## src/rtl/quoted_csv_row_tokenizer_top_defines.svh

```systemverilog
// ----------------------------------------------------------------------------
// Assertion macros for the CSV row tokenizer
// Shared property forms used by the tokenizer modules.
// ----------------------------------------------------------------------------
`ifndef QUOTED_CSV_ROW_TOKENIZER_TOP_DEFINES_SVH
`define QUOTED_CSV_ROW_TOKENIZER_TOP_DEFINES_SVH

// The consequent holds in the same cycle as the antecedent.
`define CSVTOK_ASSERT_SAME(label, clk, rst_n, ante, cons, msg) \
    label: assert property (@(posedge clk) disable iff (!rst_n) (ante) |-> (cons)) \
        else $error(msg);

// The consequent holds in the cycle after the antecedent.
`define CSVTOK_ASSERT_NEXT(label, clk, rst_n, ante, cons, msg) \
    label: assert property (@(posedge clk) disable iff (!rst_n) (ante) |=> (cons)) \
        else $error(msg);

`endif

```

## src/rtl/csvtok_pkg.sv

```systemverilog
// ----------------------------------------------------------------------------
// CSV row tokenizer package
// Shared constants, result codes and the result batch type.
// ----------------------------------------------------------------------------
package csvtok_pkg;

    localparam logic [7:0] MARK0           = 8'hEF;
    localparam logic [7:0] MARK1           = 8'hBB;
    localparam logic [7:0] MARK2           = 8'hBF;
    localparam logic [7:0] CHAR_CR         = 8'h0D;
    localparam logic [7:0] CHAR_LF         = 8'h0A;
    localparam logic [7:0] CHAR_QUOTE      = 8'h22;
    localparam logic [7:0] SEPARATOR_RESET = 8'h2C;

    localparam int MaxResults = 3;

    localparam logic [1:0] KIND_BYTE     = 2'd0;
    localparam logic [1:0] KIND_CELL_END = 2'd1;
    localparam logic [1:0] KIND_ROW_END  = 2'd2;

    localparam logic [1:0] MARK_DONE = 2'd3;

    typedef struct packed {
        logic [1:0] kind;
        logic [7:0] data;
        logic       last;
    } result_t;

    typedef struct packed {
        logic [1:0]               count;
        result_t [MaxResults-1:0] entry;
    } batch_t;

endpackage

```

## src/rtl/csvtok_in_if.sv

```systemverilog
// ----------------------------------------------------------------------------
// CSV tokenizer source channel
// Carries one source byte or an end-of-input mark per word.
// ----------------------------------------------------------------------------
interface csvtok_in_if;

    logic       valid;
    logic       ready;
    logic [7:0] data_byte;
    logic       end_of_input;

    modport source (output valid, output data_byte, output end_of_input, input ready);
    modport sink (input valid, input data_byte, input end_of_input, output ready);

endinterface

```

## src/rtl/csvtok_out_if.sv

```systemverilog
// ----------------------------------------------------------------------------
// CSV tokenizer result channel
// Carries one cell byte, cell end or row end per word.
// ----------------------------------------------------------------------------
interface csvtok_out_if;

    logic       valid;
    logic       ready;
    logic [1:0] event_kind;
    logic [7:0] cell_byte;
    logic       last_of_run;

    modport source (output valid, output event_kind, output cell_byte, output last_of_run,
                    input ready);
    modport sink (input valid, input event_kind, input cell_byte, input last_of_run,
                  output ready);

endinterface

```

## src/rtl/csvtok_parser.sv

```systemverilog
// ----------------------------------------------------------------------------
// CSV tokenizer parser
// Input register, parse state and the single-pass grammar that turns one
// source word into a batch of up to three results.
// ----------------------------------------------------------------------------
`include "quoted_csv_row_tokenizer_top_defines.svh"

module csvtok_parser (
    input  logic                clk,
    input  logic                rst_n,
    input  logic                cfg_we,
    input  logic [7:0]          cfg_wdata,
    input  logic                in_valid,
    output logic                in_ready,
    input  logic [7:0]          in_byte,
    input  logic                in_eoi,
    input  logic                can_load,
    output logic                commit,
    output csvtok_pkg::batch_t  batch
);
    import csvtok_pkg::*;

    typedef struct packed {
        logic in_quotes;
        logic quote_pending;
        logic cr_pending;
        logic row_open;
    } flags_t;

    typedef struct packed {
        flags_t     flags;
        logic       emit;
        logic [1:0] kind;
        logic [7:0] data;
    } step_t;

    function automatic step_t consume_byte(flags_t f, logic [7:0] b, logic [7:0] sep);
        step_t s;
        logic  handled;
        s       = '{flags: f, emit: 1'b0, kind: KIND_BYTE, data: b};
        handled = 1'b0;
        if (f.cr_pending)
        begin
            s.flags.cr_pending = 1'b0;
            if (b == CHAR_LF)
            begin
                handled = 1'b1;
            end
        end
        if (!handled && s.flags.in_quotes)
        begin
            if (s.flags.quote_pending)
            begin
                s.flags.quote_pending = 1'b0;
                if (b == CHAR_QUOTE)
                begin
                    s.emit  = 1'b1;
                    handled = 1'b1;
                end
                else
                begin
                    s.flags.in_quotes = 1'b0;
                end
            end
            else
            begin
                if (b == CHAR_QUOTE)
                begin
                    s.flags.quote_pending = 1'b1;
                end
                else
                begin
                    s.emit = 1'b1;
                end
                handled = 1'b1;
            end
        end
        if (!handled)
        begin
            if (b == CHAR_QUOTE)
            begin
                s.flags.in_quotes = 1'b1;
                s.flags.row_open  = 1'b1;
            end
            else if (b == sep)
            begin
                s.emit           = 1'b1;
                s.kind           = KIND_CELL_END;
                s.data           = 8'h00;
                s.flags.row_open = 1'b1;
            end
            else if (b == CHAR_CR || b == CHAR_LF)
            begin
                s.emit             = 1'b1;
                s.kind             = KIND_ROW_END;
                s.data             = 8'h00;
                s.flags.row_open   = 1'b0;
                s.flags.cr_pending = (b == CHAR_CR);
            end
            else
            begin
                s.emit           = 1'b1;
                s.flags.row_open = 1'b1;
            end
        end
        return s;
    endfunction

    function automatic logic [7:0] mark_byte(logic [1:0] progress);
        logic [7:0] m;
        case (progress)
            2'd0:    m = MARK0;
            2'd1:    m = MARK1;
            default: m = MARK2;
        endcase
        return m;
    endfunction

    logic [7:0] sep_reg;
    logic       item_valid_reg;
    logic       item_valid_next;
    logic [7:0] item_byte_reg;
    logic       item_eoi_reg;
    logic [1:0] mark_reg;
    logic [1:0] mark_next;
    flags_t     flags_reg;
    flags_t     flags_next;

    step_t      st0;
    step_t      st1;
    step_t      st2;
    flags_t     f0;
    flags_t     f1;
    logic       replay;
    logic       use0;
    logic       use1;
    logic       use2;
    logic [MaxResults-1:0] slot_emit;
    result_t [MaxResults-1:0] slot;
    batch_t     packed_batch;

    always_ff @(posedge clk or negedge rst_n)
    begin
        if (!rst_n)
        begin
            sep_reg <= SEPARATOR_RESET;
        end
        else if (cfg_we)
        begin
            sep_reg <= cfg_wdata;
        end
    end

    always_comb
    begin
        replay = item_eoi_reg
                 || (mark_reg != MARK_DONE && item_byte_reg != mark_byte(mark_reg));
        use0   = replay && (mark_reg == 2'd1 || mark_reg == 2'd2);
        use1   = replay && (mark_reg == 2'd2);
        use2   = !item_eoi_reg && (mark_reg == MARK_DONE || replay);

        st0 = consume_byte(flags_reg, MARK0, sep_reg);
        f0  = use0 ? st0.flags : flags_reg;
        st1 = consume_byte(f0, MARK1, sep_reg);
        f1  = use1 ? st1.flags : f0;
        st2 = consume_byte(f1, item_byte_reg, sep_reg);

        slot_emit[0] = use0 && st0.emit;
        slot_emit[1] = use1 && st1.emit;
        slot[0]      = '{kind: st0.kind, data: st0.data, last: 1'b0};
        slot[1]      = '{kind: st1.kind, data: st1.data, last: 1'b0};
        if (item_eoi_reg)
        begin
            slot_emit[2] = f1.row_open;
            slot[2]      = '{kind: KIND_ROW_END, data: 8'h00, last: 1'b0};
        end
        else
        begin
            slot_emit[2] = use2 && st2.emit;
            slot[2]      = '{kind: st2.kind, data: st2.data, last: 1'b0};
        end

        if (item_eoi_reg)
        begin
            flags_next = '0;
            mark_next  = 2'd0;
        end
        else if (replay || mark_reg == MARK_DONE)
        begin
            flags_next = st2.flags;
            mark_next  = MARK_DONE;
        end
        else
        begin
            flags_next = flags_reg;
            mark_next  = mark_reg + 2'd1;
        end
    end

    always_comb
    begin
        packed_batch = '0;
        for (int k = 0; k < MaxResults; k++)
        begin
            if (slot_emit[k])
            begin
                packed_batch.entry[packed_batch.count] = slot[k];
                packed_batch.count                     = packed_batch.count + 2'd1;
            end
        end
        if (packed_batch.count != 2'd0)
        begin
            packed_batch.entry[packed_batch.count - 2'd1].last = 1'b1;
        end
    end

    assign batch    = packed_batch;
    assign commit   = item_valid_reg && (packed_batch.count == 2'd0 || can_load);
    assign in_ready = !item_valid_reg || commit;

    always_comb
    begin
        item_valid_next = item_valid_reg;
        if (in_valid && in_ready)
        begin
            item_valid_next = 1'b1;
        end
        else if (commit)
        begin
            item_valid_next = 1'b0;
        end
    end

    always_ff @(posedge clk or negedge rst_n)
    begin
        if (!rst_n)
        begin
            item_valid_reg <= 1'b0;
            mark_reg       <= 2'd0;
            flags_reg      <= '0;
        end
        else
        begin
            item_valid_reg <= item_valid_next;
            if (commit)
            begin
                mark_reg  <= mark_next;
                flags_reg <= flags_next;
            end
        end
    end

    always_ff @(posedge clk)
    begin
        if (in_valid && in_ready)
        begin
            item_byte_reg <= in_byte;
            item_eoi_reg  <= in_eoi;
        end
    end

    `CSVTOK_ASSERT_NEXT(a_eoi_clears, clk, rst_n, commit && item_eoi_reg,
        mark_reg == 2'd0 && flags_reg == '0, "end of input did not clear the parse state")
    `CSVTOK_ASSERT_SAME(a_mark_clean, clk, rst_n, mark_reg != MARK_DONE,
        flags_reg == '0, "parse state changed during mark detection")
    `CSVTOK_ASSERT_SAME(a_quote_in_quotes, clk, rst_n, flags_reg.quote_pending,
        flags_reg.in_quotes, "pending quote outside quoted mode")
    `CSVTOK_ASSERT_SAME(a_cr_after_row, clk, rst_n, flags_reg.cr_pending,
        !flags_reg.in_quotes && !flags_reg.row_open, "pending CR inside an open row")

endmodule

```

## src/rtl/csvtok_emitter.sv

```systemverilog
// ----------------------------------------------------------------------------
// CSV tokenizer result emitter
// Result register that holds one batch and sends it one word per cycle while the result port is ready.
// ----------------------------------------------------------------------------
`include "quoted_csv_row_tokenizer_top_defines.svh"

module csvtok_emitter (
    input  logic               clk,
    input  logic               rst_n,
    input  logic               commit,
    input  csvtok_pkg::batch_t batch,
    output logic               can_load,
    csvtok_out_if.source       tokens
);
    import csvtok_pkg::*;

    result_t [MaxResults-1:0] queue_reg;
    logic [1:0]               count_reg;
    logic [1:0]               count_next;
    logic                     pop;
    logic                     load;

    assign pop      = (count_reg != 2'd0) && tokens.ready;
    assign can_load = (count_reg == 2'd0) || (count_reg == 2'd1 && tokens.ready);
    assign load     = commit && (batch.count != 2'd0);

    always_comb
    begin
        count_next = count_reg;
        if (load)
        begin
            count_next = batch.count;
        end
        else if (pop)
        begin
            count_next = count_reg - 2'd1;
        end
    end

    always_ff @(posedge clk or negedge rst_n)
    begin
        if (!rst_n)
        begin
            count_reg <= 2'd0;
        end
        else
        begin
            count_reg <= count_next;
        end
    end

    always_ff @(posedge clk)
    begin
        if (load)
        begin
            queue_reg <= batch.entry;
        end
        else if (pop)
        begin
            queue_reg[0] <= queue_reg[1];
            queue_reg[1] <= queue_reg[2];
        end
    end

    assign tokens.valid       = (count_reg != 2'd0);
    assign tokens.event_kind  = queue_reg[0].kind;
    assign tokens.cell_byte   = queue_reg[0].data;
    assign tokens.last_of_run = queue_reg[0].last;

    `CSVTOK_ASSERT_SAME(a_count_range, clk, rst_n, 1'b1,
        count_reg <= 2'(MaxResults), "result count beyond batch size")
    `CSVTOK_ASSERT_SAME(a_last_marked, clk, rst_n, count_reg == 2'd1,
        queue_reg[0].last, "final result of a batch lacks its last mark")
    `CSVTOK_ASSERT_SAME(a_load_empty, clk, rst_n, load,
        count_reg == 2'd0 || (count_reg == 2'd1 && pop), "batch loaded over pending results")

endmodule

```

## src/rtl/quoted_csv_row_tokenizer_top.sv

```systemverilog
// ----------------------------------------------------------------------------
// Quoted CSV row tokenizer
// Splits a comma or tab delimited byte stream into cell bytes, cell ends and
// row ends, with quoted cells and byte order mark removal.
// ----------------------------------------------------------------------------
// The block takes each source word into its input register and returns its
// results from the result register, one result word per cycle on the single
// result port while that port is ready. A word that causes one result or none
// keeps the rate at one word per cycle while the result port is ready; a word
// that causes two or three results, such as a replayed partial mark, can hold
// the source side while the result register drains. The separator is written
// through cfg_we and cfg_wdata and resets to a comma.
module quoted_csv_row_tokenizer_top (
    input  logic        clk,
    input  logic        rst_n,
    input  logic        cfg_we,
    input  logic [7:0]  cfg_wdata,
    csvtok_in_if.sink   text,
    csvtok_out_if.source tokens
);
    import csvtok_pkg::*;

    batch_t batch;
    logic   commit;
    logic   can_load;

    csvtok_parser u_parser (
        .clk       (clk),
        .rst_n     (rst_n),
        .cfg_we    (cfg_we),
        .cfg_wdata (cfg_wdata),
        .in_valid  (text.valid),
        .in_ready  (text.ready),
        .in_byte   (text.data_byte),
        .in_eoi    (text.end_of_input),
        .can_load  (can_load),
        .commit    (commit),
        .batch     (batch)
    );

    csvtok_emitter u_emitter (
        .clk      (clk),
        .rst_n    (rst_n),
        .commit   (commit),
        .batch    (batch),
        .can_load (can_load),
        .tokens   (tokens)
    );

endmodule

```

## src/flat_wrapper.sv

```systemverilog
// flat-port wrapper written by rule: the top's interface ports become plain ports
module quoted_csv_row_tokenizer_top_flat import csvtok_pkg::*;
  (clk, rst_n, cfg_we, cfg_wdata, text_valid, text_data_byte, text_end_of_input, text_ready, tokens_valid, tokens_event_kind, tokens_cell_byte, tokens_last_of_run, tokens_ready);
  csvtok_in_if text_i ();
  csvtok_out_if tokens_i ();
  input  logic clk;
  input  logic rst_n;
  input  logic cfg_we;
  input  logic [7:0] cfg_wdata;
  input wire logic [$bits(text_i.valid)-1:0] text_valid;
  input wire logic [$bits(text_i.data_byte)-1:0] text_data_byte;
  input wire logic [$bits(text_i.end_of_input)-1:0] text_end_of_input;
  output wire logic [$bits(text_i.ready)-1:0] text_ready;
  output wire logic [$bits(tokens_i.valid)-1:0] tokens_valid;
  output wire logic [$bits(tokens_i.event_kind)-1:0] tokens_event_kind;
  output wire logic [$bits(tokens_i.cell_byte)-1:0] tokens_cell_byte;
  output wire logic [$bits(tokens_i.last_of_run)-1:0] tokens_last_of_run;
  input wire logic [$bits(tokens_i.ready)-1:0] tokens_ready;
  assign text_i.valid = text_valid;
  assign text_i.data_byte = text_data_byte;
  assign text_i.end_of_input = text_end_of_input;
  assign text_ready = text_i.ready;
  assign tokens_valid = tokens_i.valid;
  assign tokens_event_kind = tokens_i.event_kind;
  assign tokens_cell_byte = tokens_i.cell_byte;
  assign tokens_last_of_run = tokens_i.last_of_run;
  assign tokens_i.ready = tokens_ready;
  quoted_csv_row_tokenizer_top u_core (.clk(clk), .rst_n(rst_n), .cfg_we(cfg_we), .cfg_wdata(cfg_wdata), .text(text_i), .tokens(tokens_i));
endmodule
```

## config.mk

```make
export PLATFORM = sky130hd
export DESIGN_NAME = quoted_csv_row_tokenizer_top_flat
export DESIGN_NICKNAME = d
export VERILOG_FILES = /design/src/rtl/csvtok_pkg.sv /design/src/rtl/csvtok_in_if.sv /design/src/rtl/csvtok_out_if.sv /design/src/rtl/csvtok_parser.sv /design/src/rtl/csvtok_emitter.sv /design/src/rtl/quoted_csv_row_tokenizer_top.sv /design/src/flat_wrapper.sv
export VERILOG_INCLUDE_DIRS = /design/src /design/src/rtl
export SDC_FILE = /design/constraint.sdc
export NUM_CORES = 1
export LEC_CHECK = 0
export CORE_MARGIN = 3
export CORE_UTILIZATION = 44
export CTS_CLUSTER_SIZE = 25
export DETAILED_ROUTE_END_ITERATION = 8
export DONT_BUFFER_PORTS = 1
export GPL_TIMING_DRIVEN = 0
export PLACE_DENSITY_LB_ADDON = 0.3
export SKIP_CTS_REPAIR_TIMING = 1
export SLEW_MARGIN = 20
export SYNTH_ARGS = -nofsm -noshare
export SYNTH_HDL_FRONTEND = slang
export SYNTH_SLANG_ARGS = --single-unit
```

## constraint.sdc

```tcl
create_clock -name clk -period 9.8 [get_ports clk]
set_input_delay 1.96 -clock clk [delete_from_list [all_inputs] [get_ports clk]]
set_output_delay 1.96 -clock clk [all_outputs]
set_load 0.01 [all_outputs]
```

==> results_dict.tcl <==
set metrics [dict create \
    status "finished, final reports clean" \
    period_share_pct 67.35 \
    drcViolationCount 0 \
    clk_latency_ns 0.34 \
    antenna_found_initial 0 \
    max-slew-margin-rel_pct 35.59 \
    rsz0062_at_grt "no" \
    crit_path_max_fanout 9 \
    dieArea_mm2 0.009318 \
    clock_path_buffers 2 \
    cp_num_buf_inv 2 \
    max_stage_delay_ns 0.60 \
    grt_pass1_wl_mm 12.90 \
    cts_tree "yes" \
    ys.flop_type "edfxtp_1" \
    post_dp_cell_area_mm2 0.003741 \
    grt_max_degree 23 \
    post-route-util_pct 50.53 \
    grt_pass1_vias 2587 \
    hold_viol_final 0 \
    finalInstanceArea_mm2 0.003965 \
    avgViaCountPerCell 5.818 \
    skew_ns 0.01241 \
    hold_path_depth 1 \
    crit_cells 13 \
    final_layout_size_suffix_gt1_share_pct 18.66 \
    port_buffers 0 \
    hp-class "reg2reg" \
    syn_area_per_cell_um2 11.06 \
    dr.pass1.iters 6 \
    arrival_ns 4.64 \
    critPathSlowestCell "a2111oi_4" \
    synth_edf_count 42 \
    p_leak_nw 1.537 \
    clk_pin_slew_ns 0.07 \
    ant_nets 0 \
    drtIter0Drc 116 \
    synth_top_family_by_area "compound AO/OA/AOI/OAI gates" \
    required_ns 7.84 \
    coreArea_mm2 0.007848 \
    synth_area_mm2 0.003606 \
    synth.ff_latch_count 59 \
    die_w_um 96.53 \
    critPathTopFamily "compound AO/OA/AOI/OAI gates" \
    cts.sinks 59 \
    ys_async_sr_fraction_pct 28.81 \
    synth_nets 358 \
    crit_path_end_kind "primary output" \
    overflow 0 \
    vias 2589 \
    setup_viol 0 \
    critPathKind "reg2out" \
    synth.area.mux_share_pct 10.76 \
    r2r-end "u_core.u_emitter.queue_reg[14]" \
    num_antenna_cells 0 \
    cts_root_buffer "clkbuf_8" \
    cap_viol_max_count 0 \
    syn_to_final_growth_pct 9.958 \
    globalRouteMet2Util_pct 30.00 \
    netlist_instances 326 \
    hpwl_mm 5.891 \
    tns_ns 0 \
    cp_cell_sequence "inv_1 -> ha_1 -> or3b_1 -> a2111o_1 -> o21ai_1 -> o21ai_0 -> ha_1 -> inv_1 -> o41a_1 -> a2111oi_4 -> o21ai_0 -> nand2_1 -> nand2_1" \
    cts-htree-levels 3 \
    timing.reg2reg.setup_slack_ns 4.57 \
    ys_warn_count 0 \
    p_per_area_mw_per_mm2 421.4 \
    r2r_cells 13 \
    ys_seq_area_share_pct 46.88 \
    ir_worst_vdd_mv 0.1567 \
    fmax_ghz 0.1515 \
    power_mw 1.671 \
    gr-max-usage-layer "met2" \
    critPathLaunchType "register" \
    grtUsageMet3_pct 4.338 \
    place_congestion 0.9497 \
    crit_path_start "u_core.u_parser.mark_reg[0]" \
    start_util_pct 45.95 \
    num_io_pins 35 \
    wirelength_mm 7.945 \
    chipHeight_um 96.53 \
    layout_commonest_cell "edfxtp_1" \
    cts_buffers 9 \
    fin_nets 370 \
    final_cell_mix "edfxtp_1, inv_1, mux2_2, nand2_1" \
    synth-xor-area-share_pct 2.429 \
    min_period_ns 6.600 \
    synth_compound_area_share_pct 16.59 \
    synthAdderAreaFrac_pct 3.470 \
    wl_per_cell_um 17.85 \
    maxSlewViolCount 0 \
    synthSimpleGateAreaFrac_pct 13.91 \
    ys_types 66 \
    largest_register_ffs 22 \
    crit_end "text_ready" \
    fp-row-count 32 \
    grt.total_usage_pct 18.50 \
    use_met1_pct 23.84 \
    tightest_slew_ns 0.9417 \
    rr_startpoint "u_core.u_parser.mark_reg[0]" \
]
-- per-stage QoR --
step	worst slack, ns	std cells	hold WS [ns]
after CTS	3.264	445	0.5324
after global routing	2.847	445	0.5419
final	3.200	445	0.5272
after floorplan	4.163	326	0.4917
after global placement	3.721	428	0.5033
after detailed placement	3.620	429	0.5136
-- Yosys cell counts (5+ instances only) --
cell	count	area [µm²]
xor2_1	8	70.07
a21o_1	5	37.54
nor2_1	14	52.55
edfxtp_1	42	1261
nor3_1	6	30.03
a21oi_1	14	70.07
buf_4	10	75.07
mux2_2	18	202.7
and2_1	9	56.30
mux2i_1	5	50.05
mux2_4	9	135.1
nand2_1	15	56.30
nor3b_1	5	37.54
inv_1	20	75.07
o21ai_0	10	50.05
dfrtp_1	14	350.3
ha_1	10	125.1
o22ai_1	6	37.54
clkbuf_1	9	33.78
nand3_1	7	35.03
-- kinds of logic after synthesis --
| family | Yosys count |
|---|---|
| buffers and inverters | 44 |
| XOR/XNOR | 10 |
| AO/OA/AOI/OAI | 81 |
| adder cells (fa/ha/maj) | 10 |
| flip-flops | 59 |
| AND/OR/NAND/NOR | 90 |
| multiplexers | 32 |
-- worst register-to-register path, delay by kind of cell (launching register included) --
family / cells / cell delay, ns
compound gates: 5 / 2.14
simple gates: 3 / 1.27
fa+ha+maj: 2 / 0.52
flops: 1 / 0.42
mux: 1 / 0.36
buf+inv: 2 / 0.12
-- how the worst min path moves through the flow --
stage	start	to	slack (ns)
6_report	u_core.u_emitter.queue_reg[21]	u_core.u_emitter.tokens.event_kind[1]	0.53
5_1_grt	u_core.u_emitter.queue_reg[21]	u_core.u_emitter.tokens.event_kind[1]	0.54
4_1_cts	u_core.u_emitter.queue_reg[21]	u_core.u_emitter.tokens.event_kind[1]	0.53
3_5_place_dp	u_core.u_emitter.queue_reg[32]	u_core.u_emitter.queue_reg[21]	0.51
3_3_place_gp	u_core.u_emitter.queue_reg[32]	u_core.u_emitter.queue_reg[21]	0.50
2_1_floorplan	u_core.u_parser.flags_reg[0]	u_core.u_parser.flags_reg[0]	0.49
-- routing by layer --
layer	share of wire (%)	routed length, µm
met1	45	3548
met2	49	3896
met3	4.4	348
met4	1.9	151
met5	0	0
-- power breakdown --
part	internal (mW)	leakage (nW)	total [mW]	switching, mW
clock	0.147	0.115	0.247	0.100
sequential	0.439	0.611	0.498	0.0590
combinational	0.379	0.811	0.926	0.546
total	0.965	1.54	1.67	0.706
-- layout make-up --
class / instances / area (µm²)
multi-input combinational: 223 / 1700
clock buffer: 13 / 180.2
tap: 102 / 127.6
fill: 722 / 3882
clock inverter: 3 / 43.79
buffer: 23 / 133.9
sequential: 59 / 1690
inverter: 21 / 81.33
timing repair buffer: 1 / 7.507
Note: power is estimated with default switching activity, not from simulation.
